--- src/rtl/mms_pkg.sv ---
`timescale 1ns / 1ps
`default_nettype none

package mms_pkg;

  // Width of the internal time stamps; now_ms is cut or zero-extended to it.
  localparam int TIME_W = 32;
  localparam int TIMEOUT_W = 32;
  localparam int CMP_W = (TIME_W > TIMEOUT_W) ? TIME_W : TIMEOUT_W;

  localparam int ALT_THR_W = 15;
  localparam int CFG_IDX_W = 3;
  localparam int CFG_DATA_W = 32;

  typedef logic [TIME_W-1:0] stamp_t;
  typedef logic [TIMEOUT_W-1:0] timeout_t;

  localparam logic [1:0] KIND_UPDATE   = 2'd0;
  localparam logic [1:0] KIND_TAKEOFF  = 2'd1;
  localparam logic [1:0] KIND_COMPLETE = 2'd2;

  localparam logic [2:0] MODE_IDLE     = 3'd0;
  localparam logic [2:0] MODE_TAKEOFF  = 3'd1;
  localparam logic [2:0] MODE_LINE     = 3'd2;
  localparam logic [2:0] MODE_APPROACH = 3'd3;
  localparam logic [2:0] MODE_HOVER    = 3'd4;
  localparam logic [2:0] MODE_LAND     = 3'd5;
  localparam logic [2:0] MODE_COMPLETE = 3'd6;
  localparam logic [2:0] MODE_ABORT    = 3'd7;

  localparam logic [2:0] RSN_NONE       = 3'd0;
  localparam logic [2:0] RSN_ABORT      = 3'd1;
  localparam logic [2:0] RSN_SAFETY     = 3'd2;
  localparam logic [2:0] RSN_LINE_END   = 3'd3;
  localparam logic [2:0] RSN_DURATION   = 3'd4;
  localparam logic [2:0] RSN_APPR_TMO   = 3'd5;
  localparam logic [2:0] RSN_LOST       = 3'd6;
  localparam logic [2:0] RSN_HOVER_DONE = 3'd7;

  localparam logic [CFG_IDX_W-1:0] REG_ALT_THR     = 3'd0;
  localparam logic [CFG_IDX_W-1:0] REG_LINE_LOST   = 3'd1;
  localparam logic [CFG_IDX_W-1:0] REG_LINE_DUR    = 3'd2;
  localparam logic [CFG_IDX_W-1:0] REG_APPR_TMO    = 3'd3;
  localparam logic [CFG_IDX_W-1:0] REG_MARKER_LOST = 3'd4;
  localparam logic [CFG_IDX_W-1:0] REG_HOVER       = 3'd5;

  typedef struct packed {
    logic [1:0]         kind;
    logic [31:0]        now_ms;
    logic               abort_req;
    logic               land_req;
    logic               marker_vis;
    logic               marker_ctr;
    logic               line_vis;
    logic               alt_valid;
    logic signed [15:0] altitude_cm;
  } in_item_t;

  typedef struct packed {
    logic [2:0] mode;
    logic [2:0] landing_reason;
  } out_item_t;

  typedef struct packed {
    logic [ALT_THR_W-1:0] altitude_threshold_cm;
    timeout_t             line_lost_timeout_ms;
    timeout_t             line_follow_duration_ms;
    timeout_t             marker_approach_timeout_ms;
    timeout_t             marker_lost_timeout_ms;
    timeout_t             marker_hover_ms;
  } cfg_regs_t;

  typedef struct packed {
    logic [2:0] mode;
    stamp_t     mode_entered_time;
    stamp_t     line_seen_time;
    stamp_t     marker_seen_time;
    logic [2:0] reason_code;
  } seq_state_t;

  // True when the wrapping time since then has reached the limit.
  function automatic logic elapsed_ge(stamp_t now, stamp_t then, timeout_t limit);
    stamp_t diff;
    diff = now - then;
    return CMP_W'(diff) >= CMP_W'(limit);
  endfunction

endpackage

`default_nettype wire

--- src/rtl/mms_cfg.sv ---
`timescale 1ns / 1ps
`default_nettype none

module mms_cfg
  import mms_pkg::*;
(
  input  wire logic                  clk,
  input  wire logic                  rst_n,
  input  wire logic                  wr_en,
  input  wire logic [CFG_IDX_W-1:0]  wr_index,
  input  wire logic [CFG_DATA_W-1:0] wr_data,
  output cfg_regs_t                  regs
);

  cfg_regs_t regs_r;
  cfg_regs_t regs_nxt;

  always_comb begin
    regs_nxt = regs_r;
    if (wr_en) begin
      unique case (wr_index)
        REG_ALT_THR:     regs_nxt.altitude_threshold_cm = wr_data[ALT_THR_W-1:0];
        REG_LINE_LOST:   regs_nxt.line_lost_timeout_ms = TIMEOUT_W'(wr_data);
        REG_LINE_DUR:    regs_nxt.line_follow_duration_ms = TIMEOUT_W'(wr_data);
        REG_APPR_TMO:    regs_nxt.marker_approach_timeout_ms = TIMEOUT_W'(wr_data);
        REG_MARKER_LOST: regs_nxt.marker_lost_timeout_ms = TIMEOUT_W'(wr_data);
        REG_HOVER:       regs_nxt.marker_hover_ms = TIMEOUT_W'(wr_data);
        default:         regs_nxt = regs_r;
      endcase
    end
  end

  always_ff @(posedge clk) begin
    if (!rst_n) begin
      regs_r <= '0;
    end else begin
      regs_r <= regs_nxt;
    end
  end

  assign regs = regs_r;

endmodule

`default_nettype wire

--- src/rtl/mms_step.sv ---
`timescale 1ns / 1ps
`default_nettype none

module mms_step
  import mms_pkg::*;
(
  input  wire in_item_t   item,
  input  wire cfg_regs_t  cfg,
  input  wire seq_state_t cur,
  output seq_state_t      nxt
);

  stamp_t now;
  logic   mk;
  logic   ln;
  logic   ctr;
  logic   land;

  assign now  = TIME_W'(item.now_ms);
  assign mk   = item.marker_vis;
  assign ln   = item.line_vis;
  assign ctr  = item.marker_ctr;
  assign land = item.land_req;

  // The mode checks run in order so that a transition falls through to the
  // checks of the newly entered mode within the same item.
  always_comb begin
    seq_state_t s;
    s = cur;
    case (item.kind)
      KIND_UPDATE: begin
        if (item.abort_req) begin
          s.reason_code = RSN_ABORT;
          s.mode = MODE_ABORT;
        end else begin
          if (mk) begin
            s.marker_seen_time = now;
          end

          if (s.mode == MODE_TAKEOFF && item.alt_valid &&
              item.altitude_cm >= $signed({1'b0, cfg.altitude_threshold_cm})) begin
            s.mode = MODE_LINE;
            s.mode_entered_time = now;
            s.line_seen_time = now;
          end

          if (s.mode == MODE_LINE) begin
            if (ln) begin
              s.line_seen_time = now;
            end
            if (land) begin
              s.reason_code = RSN_SAFETY;
              s.mode = MODE_LAND;
              s.mode_entered_time = now;
            end else if (mk) begin
              s.mode = MODE_APPROACH;
              s.mode_entered_time = now;
            end else if (!ln &&
                         elapsed_ge(now, s.line_seen_time, cfg.line_lost_timeout_ms)) begin
              s.reason_code = RSN_LINE_END;
              s.mode = MODE_LAND;
              s.mode_entered_time = now;
            end else if (elapsed_ge(now, s.mode_entered_time,
                                    cfg.line_follow_duration_ms)) begin
              s.reason_code = RSN_DURATION;
              s.mode = MODE_LAND;
              s.mode_entered_time = now;
            end
          end

          if (s.mode == MODE_APPROACH) begin
            if (land) begin
              s.reason_code = RSN_SAFETY;
              s.mode = MODE_LAND;
              s.mode_entered_time = now;
            end else if (ctr) begin
              s.mode = MODE_HOVER;
              s.mode_entered_time = now;
            end else if (!mk && !ln && elapsed_ge(now, s.mode_entered_time,
                                                  cfg.marker_approach_timeout_ms)) begin
              s.reason_code = RSN_APPR_TMO;
              s.mode = MODE_LAND;
              s.mode_entered_time = now;
            end else if (!mk && !ln && elapsed_ge(now, s.marker_seen_time,
                                                  cfg.marker_lost_timeout_ms)) begin
              s.reason_code = RSN_LOST;
              s.mode = MODE_LAND;
              s.mode_entered_time = now;
            end
          end

          if (s.mode == MODE_HOVER) begin
            if (land) begin
              s.reason_code = RSN_SAFETY;
              s.mode = MODE_LAND;
              s.mode_entered_time = now;
            end else if (!mk && ln) begin
              s.mode = MODE_APPROACH;
              s.mode_entered_time = now;
            end else if (!mk && !ln && elapsed_ge(now, s.marker_seen_time,
                                                  cfg.marker_lost_timeout_ms)) begin
              s.reason_code = RSN_LOST;
              s.mode = MODE_LAND;
              s.mode_entered_time = now;
            end else if (mk && !ctr) begin
              s.mode = MODE_APPROACH;
              s.mode_entered_time = now;
            end else if (elapsed_ge(now, s.mode_entered_time, cfg.marker_hover_ms)) begin
              s.reason_code = RSN_HOVER_DONE;
              s.mode = MODE_LAND;
              s.mode_entered_time = now;
            end
          end
        end
      end
      KIND_TAKEOFF: begin
        s.mode = MODE_TAKEOFF;
        s.mode_entered_time = now;
        s.line_seen_time = now;
      end
      KIND_COMPLETE: begin
        s.mode = MODE_COMPLETE;
      end
      default: begin
        s = cur;
      end
    endcase
    nxt = s;
  end

endmodule

`default_nettype wire

--- src/rtl/mission_mode_sequencer_top.sv ---
`timescale 1ns / 1ps
`default_nettype none

// Mission mode sequencer. Every item, update observation or command, yields
// exactly one result item carrying the mode after the item and the current
// landing reason. Items are taken into an input register, evaluated
// combinationally against the mode state and configuration registers, and the
// result is held in an output register until taken; one item per cycle is
// sustained while the output is not stalled, and each result passes through
// the input and output registers. The rate is set by the state update, a
// combinational chain of at most four mode checks (takeoff, line follow,
// approach, hover), each with up to two 32-bit wrapping subtract-and-compare
// paths. Configuration registers take writes in any cycle (cfg_ready is
// always high) and must only be written while no item is in flight.
module mission_mode_sequencer_top
  import mms_pkg::*;
(
  input  wire logic                  clk,
  input  wire logic                  rst_n,
  input  wire logic                  in_valid,
  output logic                       in_ready,
  input  wire in_item_t              in_data,
  output logic                       out_valid,
  input  wire logic                  out_ready,
  output out_item_t                  out_data,
  input  wire logic                  cfg_valid,
  output logic                       cfg_ready,
  input  wire logic [CFG_IDX_W-1:0]  cfg_index,
  input  wire logic [CFG_DATA_W-1:0] cfg_data
);

  cfg_regs_t  cfg;
  in_item_t   item_r;
  logic       item_valid_r;
  seq_state_t state_r;
  seq_state_t state_nxt;
  out_item_t  out_data_r;
  logic       out_valid_r;
  logic       advance;

  assign cfg_ready = 1'b1;

  mms_cfg u_cfg (
    .clk      (clk),
    .rst_n    (rst_n),
    .wr_en    (cfg_valid),
    .wr_index (cfg_index),
    .wr_data  (cfg_data),
    .regs     (cfg)
  );

  mms_step u_step (
    .item (item_r),
    .cfg  (cfg),
    .cur  (state_r),
    .nxt  (state_nxt)
  );

  assign advance  = item_valid_r && (!out_valid_r || out_ready);
  assign in_ready = !item_valid_r || advance;

  always_ff @(posedge clk) begin
    if (!rst_n) begin
      item_valid_r <= 1'b0;
    end else if (in_ready) begin
      item_valid_r <= in_valid;
    end
  end

  always_ff @(posedge clk) begin
    if (in_valid && in_ready) begin
      item_r <= in_data;
    end
  end

  always_ff @(posedge clk) begin
    if (!rst_n) begin
      state_r <= '0;
    end else if (advance) begin
      state_r <= state_nxt;
    end
  end

  always_ff @(posedge clk) begin
    if (!rst_n) begin
      out_valid_r <= 1'b0;
    end else if (advance) begin
      out_valid_r <= 1'b1;
    end else if (out_ready) begin
      out_valid_r <= 1'b0;
    end
  end

  always_ff @(posedge clk) begin
    if (advance) begin
      out_data_r.mode           <= state_nxt.mode;
      out_data_r.landing_reason <= state_nxt.reason_code;
    end
  end

  assign out_valid = out_valid_r;
  assign out_data  = out_data_r;

endmodule

`default_nettype wire
--- config.mk ---
export PLATFORM = sky130hd
export DESIGN_NAME = mission_mode_sequencer_top
export DESIGN_NICKNAME = d
export VERILOG_FILES = /design/src/rtl/mms_pkg.sv /design/src/rtl/mms_cfg.sv /design/src/rtl/mms_step.sv /design/src/rtl/mission_mode_sequencer_top.sv
export SDC_FILE = /design/constraint.sdc
export NUM_CORES = 1
export LEC_CHECK = 0
export ABC_AREA = 1
export ABC_CLOCK_PERIOD_IN_PS = 20800
export BUFFER_PORTS_ARGS = -buffer_cell sky130_fd_sc_hd__buf_2
export CAP_MARGIN = 10
export CORE_MARGIN = 5
export CORE_UTILIZATION = 50
export DETAILED_ROUTE_END_ITERATION = 10
export PLACE_DENSITY_LB_ADDON = 0.05
export SLEW_MARGIN = 25
export SYNTH_ARGS = -nofsm -noshare
export SYNTH_HDL_FRONTEND = slang
export SYNTH_SLANG_ARGS = --single-unit
--- constraint.sdc ---
create_clock -name clk -period 20.8 [get_ports clk]
set_input_delay 4.16 -clock clk [delete_from_list [all_inputs] [get_ports clk]]
set_output_delay 4.16 -clock clk [all_outputs]
set_load 0.01 [all_outputs]
==> results.cfg, run 1 <==
[die]
die_area_um2 = 55470
initial_core_util = 0.5059
fp.coreArea_um2 = 50270
fp.dieH_um = 235.5
core.rowCount = 82
num_io_pins = 105
die_width_um = 235.5

[cells_and_area]
antennaDiodeCount = 0
nets = 4022
fillers = 4907
final_core_util = 0.5571
syn2layout_area_growth_pct = 10.13
drive_gt1_frac = 0.06871

[clocking]
cts_tree = yes
clock-sinks = 341
cts_root_buffer = clkbuf_16
cts.reportedPaths.clkPinSlew_ps = 60
cts_made_buffers = 41
post_cts_resized = 0
clockBufferDepth = 3
cts_setup_buffers = 0
holdBufCountCts = 0
h-tree-depth = 2
clock_latency_ps = 590

[synthesis]
synthAdderAreaFrac = 0.1663
synth_flop_cell = dfxtp_1
synth_seq_cells = 341
synth-edff-count = 62
yosys.area.top_type = dfxtp_1
syn_nets = 3980
avgSynthCellArea_um2 = 7.166
netlist_top_cells_count = nand2_1, a21oi_1, o21ai_0
syn_area_um2 = 25430
synth_compound_area_frac = 0.2636
synth_top_family_by_area = compound AO/OA/AOI/OAI gates
yosysTopAreaCellShare = 0.2196
yosys_warnings = 0
synth-simple-area-share = 0.1450
yosysSeqAreaShare = 0.2928
syn_inst = 3549
muxShareOfSynthArea = 0
async_reset_ff_frac = 0
synth_xor_xnor_area_share = 0.05028
yosys.cell_types.count = 49
post-synth-top-count-cell = nand2_1
yosys-top-cells-area = dfxtp_1, ha_1, a21oi_1

[power_and_ir_drop]
switching_share = 0.3804
combPwrFrac = 0.377
p_sw_uw = 923.5
max-vdd-ir-drop_mv = 0.08308
internal_power_uw = 1504
power_density_nw_per_um2 = 86.67
share_seq_of_total_power = 0.296
p_clk_frac = 0.327
leakagePower_uw = 0.01224

[worst_setup_path]
reg2regPathDepth = 96
worstSetupEndpointType = flip-flop
startpoint = item_r[5]$_DFFE_PP_
crit_required_ps = 21250
critPathLaunchType = flip-flop
cp_slowest_cell = nor3_1
reg2reg_from = item_r[5]$_DFFE_PP_
endpoint = state_r[79]$_SDFFE_PN0P_
r2r-end = state_r[79]$_SDFFE_PN0P_
max_stage_delay_ps = 800
critPathKind = reg -> reg
critPathMaxFanout = 64
arrival_ps = 19600
rrSetupSlack_ps = 1650
cpMostUsedCell = nand2_1

[timing]
finalClockSkew_ps = 21.98
max_freq_mhz = 52.22
worst_pin_slew_ps = 1135
period_needed_ps = 19150
worst_slack_ps = 1651
period_share = 0.9206
hold_viol = 0
setup_viol = 0
maxSlewHeadroom = 0.2354
slew_viol_final = 0
setup-tns-final_ps = 0
rsz0062_at_grt = false

[drt]
wl_per_cell_um = 21.04
drtAntennaViolNets = 0
drcViolationCount = 0
wirelength_um = 90390
drt_iter0_drc = 2535
num_vias = 24800
vias_per_cell = 5.773
firstDrtPassIters = 6

[placement]
hpwl_um = 69530
portBuffers = 103
dp_slack_ps = 2037
gp_congestion = 0.9945

[grt]
grt_usage = 0.3112
globalRouteOverflowTotal = 0
grt_start_max_net_pins = 95
antenna_found_initial = 0
grt_pass1_wl_um = 135600
grt_pass1_vias = 23080

[run]
maxCapViolCount = 0

[worst_hold_path]
hold_path_class = reg -> reg

[outcome]
status = completed
==> worst max-delay path, delay by kind of cell (launching register included) <==
kind,cells,cell delay (ps)
xor gates and xnor gates,1,200
buffers and inverters,5,1650
DFF,1,370
adders and majority gates,8,2560
AOI/OAI and AO/OA,35,7220
and+or+nand+nor,47,6870
==> layout make-up <==
cell class,count,area [um2],area share
tap,672,840.8,0.03002
multi-input combinational,2668,15950,0.5696
clock inverter,28,372.9,0.01331
inverter,401,1518,0.05419
clock buffer,48,1092,0.03900
timing repair buffer,138,784.5,0.02801
sequential,341,7447,0.2659
==> cells by family (layout without fill, tap and decap cells) <==
logic type | Yosys count | in the layout
flops | 341 | 341
other cells | 1 | 1
compound gates | 1277 | 1277
buf+inv | 540 | 615
fa+ha+maj | 335 | 335
simple gates | 909 | 909
xor+xnor | 146 | 146
==> placed cells by master, fill, tap and decap left out, types with 7 or more instances in the layout <==
cell type / netlist / layout
nor3_1: 16 / 16
o21a_1: 12 / 12
a21oi_1: 584 / 583
buf_2: 3 / 102
xor2_1: 95 / 95
a21o_1: 9 / 9
nor2_1: 123 / 120
dfxtp_1: 279 / 279
a21boi_0: 8 / 8
clkinv_1: 7 / 11
o21bai_1: 8 / 8
nor4_1: 12 / 10
o21ai_0: 519 / 518
ha_1: 330 / 330
nand2_1: 644 / 644
a31oi_1: 23 / 23
a21boi_1: 12 / 12
a21oi_2: 10 / 10
clkinv_2: 0 / 8
bufinv_16: 0 / 8
edfxtp_1: 62 / 62
a211oi_1: 7 / 7
xnor2_1: 51 / 51
clkbuf_16: 0 / 41
o211ai_1: 16 / 16
buf_4: 1 / 35
o21ai_1: 52 / 53
inv_1: 387 / 386
nand3_1: 73 / 73
nand4_1: 22 / 22
==> metrics by stage <==
step / total power [uW] / area (um2) / cells / hold WS (ps)
global placement: 1605 / 26520 / 4220 / 442.2
floorplan: 1358 / 25430 / 3549 / 424.4
detailed placement: 1627 / 26530 / 4220 / 444.9
finish: 2427 / 28010 / 4296 / 448.7
CTS: 2425 / 27990 / 4296 / 453.4
global route: 2576 / 28010 / 4296 / 476.3
==> power groups by stage <==
| stage | sequential, uW | combinational (uW) | clock [uW] |
|---|---|---|---|
| 4_1_cts | 718 | 900 | 808 |
| 3_3_place_gp | 732 | 873 | 0 |
| 2_1_floorplan | 729 | 628 | 0 |
| 5_1_grt | 721 | 1020 | 833 |
| 6_report | 719 | 915 | 794 |
| 3_5_place_dp | 732 | 894 | 0 |
==> registers in the layout, indices dropped and copies added (netlist names) <==
signal / flops
u_cfg.regs: 175
state_r: 102
item_r: 56
out_data: 6
item_valid_r: 1
out_valid: 1
==> how the worst min path moves through the flow <==
| stage | from | end | slack (ps) | cells past startpoint |
|---|---|---|---|---|
| after detailed placement | state_r[4]$_SDFFE_PN0P_ | state_r[4]$_SDFFE_PN0P_ | 440 | 2 |
| final | state_r[4]$_SDFFE_PN0P_ | state_r[4]$_SDFFE_PN0P_ | 450 | 2 |
| after global routing | u_cfg.regs[10]$_SDFFE_PN0P_ | u_cfg.regs[10]$_SDFFE_PN0P_ | 480 | 2 |
| after global placement | state_r[4]$_SDFFE_PN0P_ | state_r[4]$_SDFFE_PN0P_ | 440 | 2 |
| after floorplan | state_r[4]$_SDFFE_PN0P_ | state_r[4]$_SDFFE_PN0P_ | 420 | 2 |
| after CTS | state_r[4]$_SDFFE_PN0P_ | state_r[4]$_SDFFE_PN0P_ | 450 | 2 |
==> layer usage <==
layer  track usage  vias to the layer above  routed length, um
li1              -                    12220                  -
met1        0.4476                    11450              41190
met2        0.4550                      991              36770
met3       0.08517                      136               9322
met4       0.09641                        0               3108
met5             0                        -                  0
Note: power is estimated with default switching activity, not from simulation.
==> inputs of run 2 (changes only) <==
- CORE_ASPECT_RATIO: unset -> 0.5
==> results.cfg, run 2 (synthesis gave the netlist of run 1 again) <==
[run]
maxCapViolCount = 0

[clocking]
h-tree-depth = 2
clock-sinks = 341
cts.reportedPaths.clkPinSlew_ps = 60
cts_made_buffers = 37
cts_tree = yes
clockBufferDepth = 3
clock_latency_ps = 570
cts_root_buffer = clkbuf_16
cts_setup_buffers = 0

[grt]
grt_pass1_vias = 22500
globalRouteOverflowTotal = 0
grt_usage = 0.3069
grt_start_max_net_pins = 109
grt_pass1_wl_um = 132600
antenna_found_initial = 2

[power_and_ir_drop]
leakagePower_uw = 0.01214
switching_share = 0.3860
share_seq_of_total_power = 0.311
max-vdd-ir-drop_mv = 0.06762
p_clk_frac = 0.304
totalPowerFinal_uw = 2310
internal_power_uw = 1418
p_sw_uw = 891.7
power_density_nw_per_um2 = 83.04
combPwrFrac = 0.385

[die]
fp.coreArea_um2 = 50290
initial_core_util = 0.5057
die_area_um2 = 55750
num_io_pins = 105
fp.dieH_um = 169.5
die_width_um = 328.9
core.rowCount = 58

[drt]
vias_per_cell = 5.710
drcViolationCount = 0
wl_per_cell_um = 20.35
num_vias = 24610
firstDrtPassIters = 6
wirelength_um = 87720
drt_iter0_drc = 2381
drtAntennaViolNets = 0

[worst_setup_path]
critPathKind = reg -> reg
worst-path-stages = 102
cpMostUsedCell = nand2_1
cpLargestDelayFamily = compound AO/OA/AOI/OAI gates
arrival_ps = 19570
reg2regPathDepth = 102
cp_slowest_cell = a21oi_1
worstSetupEndpointType = flip-flop
max_stage_delay_ps = 640
critPathLaunchType = flip-flop
critPathMaxFanout = 90
cp_num_buf_inv = 5
crit_required_ps = 21250

[cells_and_area]
drive_gt1_frac = 0.06632
nets = 4022
final_cell_mix = nand2_1, a21oi_1, o21ai_0
fin_cells = 4310
multi_input_area_um2 = 15940
syn2layout_area_growth_pct = 9.387
fillers = 5010
final_common_cell = nand2_1
largest_reg_flops = 175
regArea_um2 = 7447

[timing]
slew_viol_final = 0
finalClockSkew_ps = 23.66
maxSlewHeadroom = 0.2166
period_share = 0.9193
rsz0062_at_grt = false
setup-tns-final_ps = 0
worst_pin_slew_ps = 1163
period_needed_ps = 19120
setup_viol = 0
max_freq_mhz = 52.30
hold_viol = 0

[placement]
gp_congestion = 0.9626
hpwl_um = 65940
dp.cells = 4242
portBuffers = 103

[outcome]
status = completed

[worst_hold_path]
holdPathStages = 2
hold_path_class = reg -> reg
-- run 2: cell count changes in the layout (fill, tap and decap cells not counted), moves of 2 or more --
cell        previous run  this run
clkinvlp_4             3         1
buf_4                 35        39
clkinv_2               8         4
bufinv_16              8         4
clkbuf_1               3         9
clkinv_1              11         8
clkbuf_16             41        37
inv_6                  3         5
-- run 2: metrics by stage --
step | util | hold slack, ps | cell area (um2) | setup slack, ps
4_1_cts | 0.5527 | 464.1 | 27800 | 1946
6_report | 0.5532 | 461.0 | 27820 | 1678
5_1_grt | 0.5531 | 474.3 | 27820 | 150.1
2_1_floorplan | - | 424.4 | 25430 | 6987
3_3_place_gp | 0.5283 | 441.2 | 26570 | 2180
3_5_place_dp | 0.5283 | 448.2 | 26570 | 2018
-- run 2: worst paths after layout --
kind	startpoint	end	slack, ps
setup / recovery	item_r[11]$_DFFE_PP_	state_r[98]$_SDFFE_PN0P_	1680
hold / removal	u_cfg.regs[171]$_SDFFE_PN0P_	u_cfg.regs[171]$_SDFFE_PN0P_	460
setup reg to reg	item_r[11]$_DFFE_PP_	state_r[98]$_SDFFE_PN0P_	1680
hold reg to reg	u_cfg.regs[171]$_SDFFE_PN0P_	u_cfg.regs[171]$_SDFFE_PN0P_	460
-- run 2: final cells by class --
type                       count  share of cell area
antenna                        1          0.00008995
clock buffer                  49             0.03598
clock inverter                18            0.008051
inverter                     401             0.05478
multi-input combinational   2668              0.5731
sequential                   341              0.2677
tap                          690             0.03103
timing repair buffer         142             0.02928
-- run 2: power groups by stage --
stage | registers, uW | logic [uW] | clock network [uW]
6_report | 719 | 890 | 702
5_1_grt | 721 | 1000 | 744
4_1_cts | 719 | 877 | 713
3_5_place_dp | 733 | 871 | 0
3_3_place_gp | 733 | 862 | 0
2_1_floorplan | 729 | 628 | 0
-- run 2: metal layers --
| metal | global-route usage | up-vias | share of wire | wire length, um |
|---|---|---|---|---|
| met4 | 0.07390 | 0 | 0.025 | 2221 |
| li1 | - | 12260 | - | - |
| met1 | 0.4401 | 11350 | 0.46 | 40770 |
| met2 | 0.4736 | 864 | 0.42 | 37040 |
| met5 | 0 | - | 0 | 0 |
| met3 | 0.06653 | 138 | 0.088 | 7690 |
-- run 2: repair_timing --
action / CTS / global route
hold buffers: 0 / 0
endpoints found under the hold margin: 0 / 0
endpoints found under the setup margin: 0 / 30
gates resized for setup: 0 / 2
-- run 2: worst register-to-register path, delay by kind of cell (launching register included) --
kind,cells,cell delay [ps]
adders and majority gates,9,2750
and+or+nand+nor,50,5770
buffers and inverters,5,1560
DFF,1,360
AOI/OAI and AO/OA,38,8580
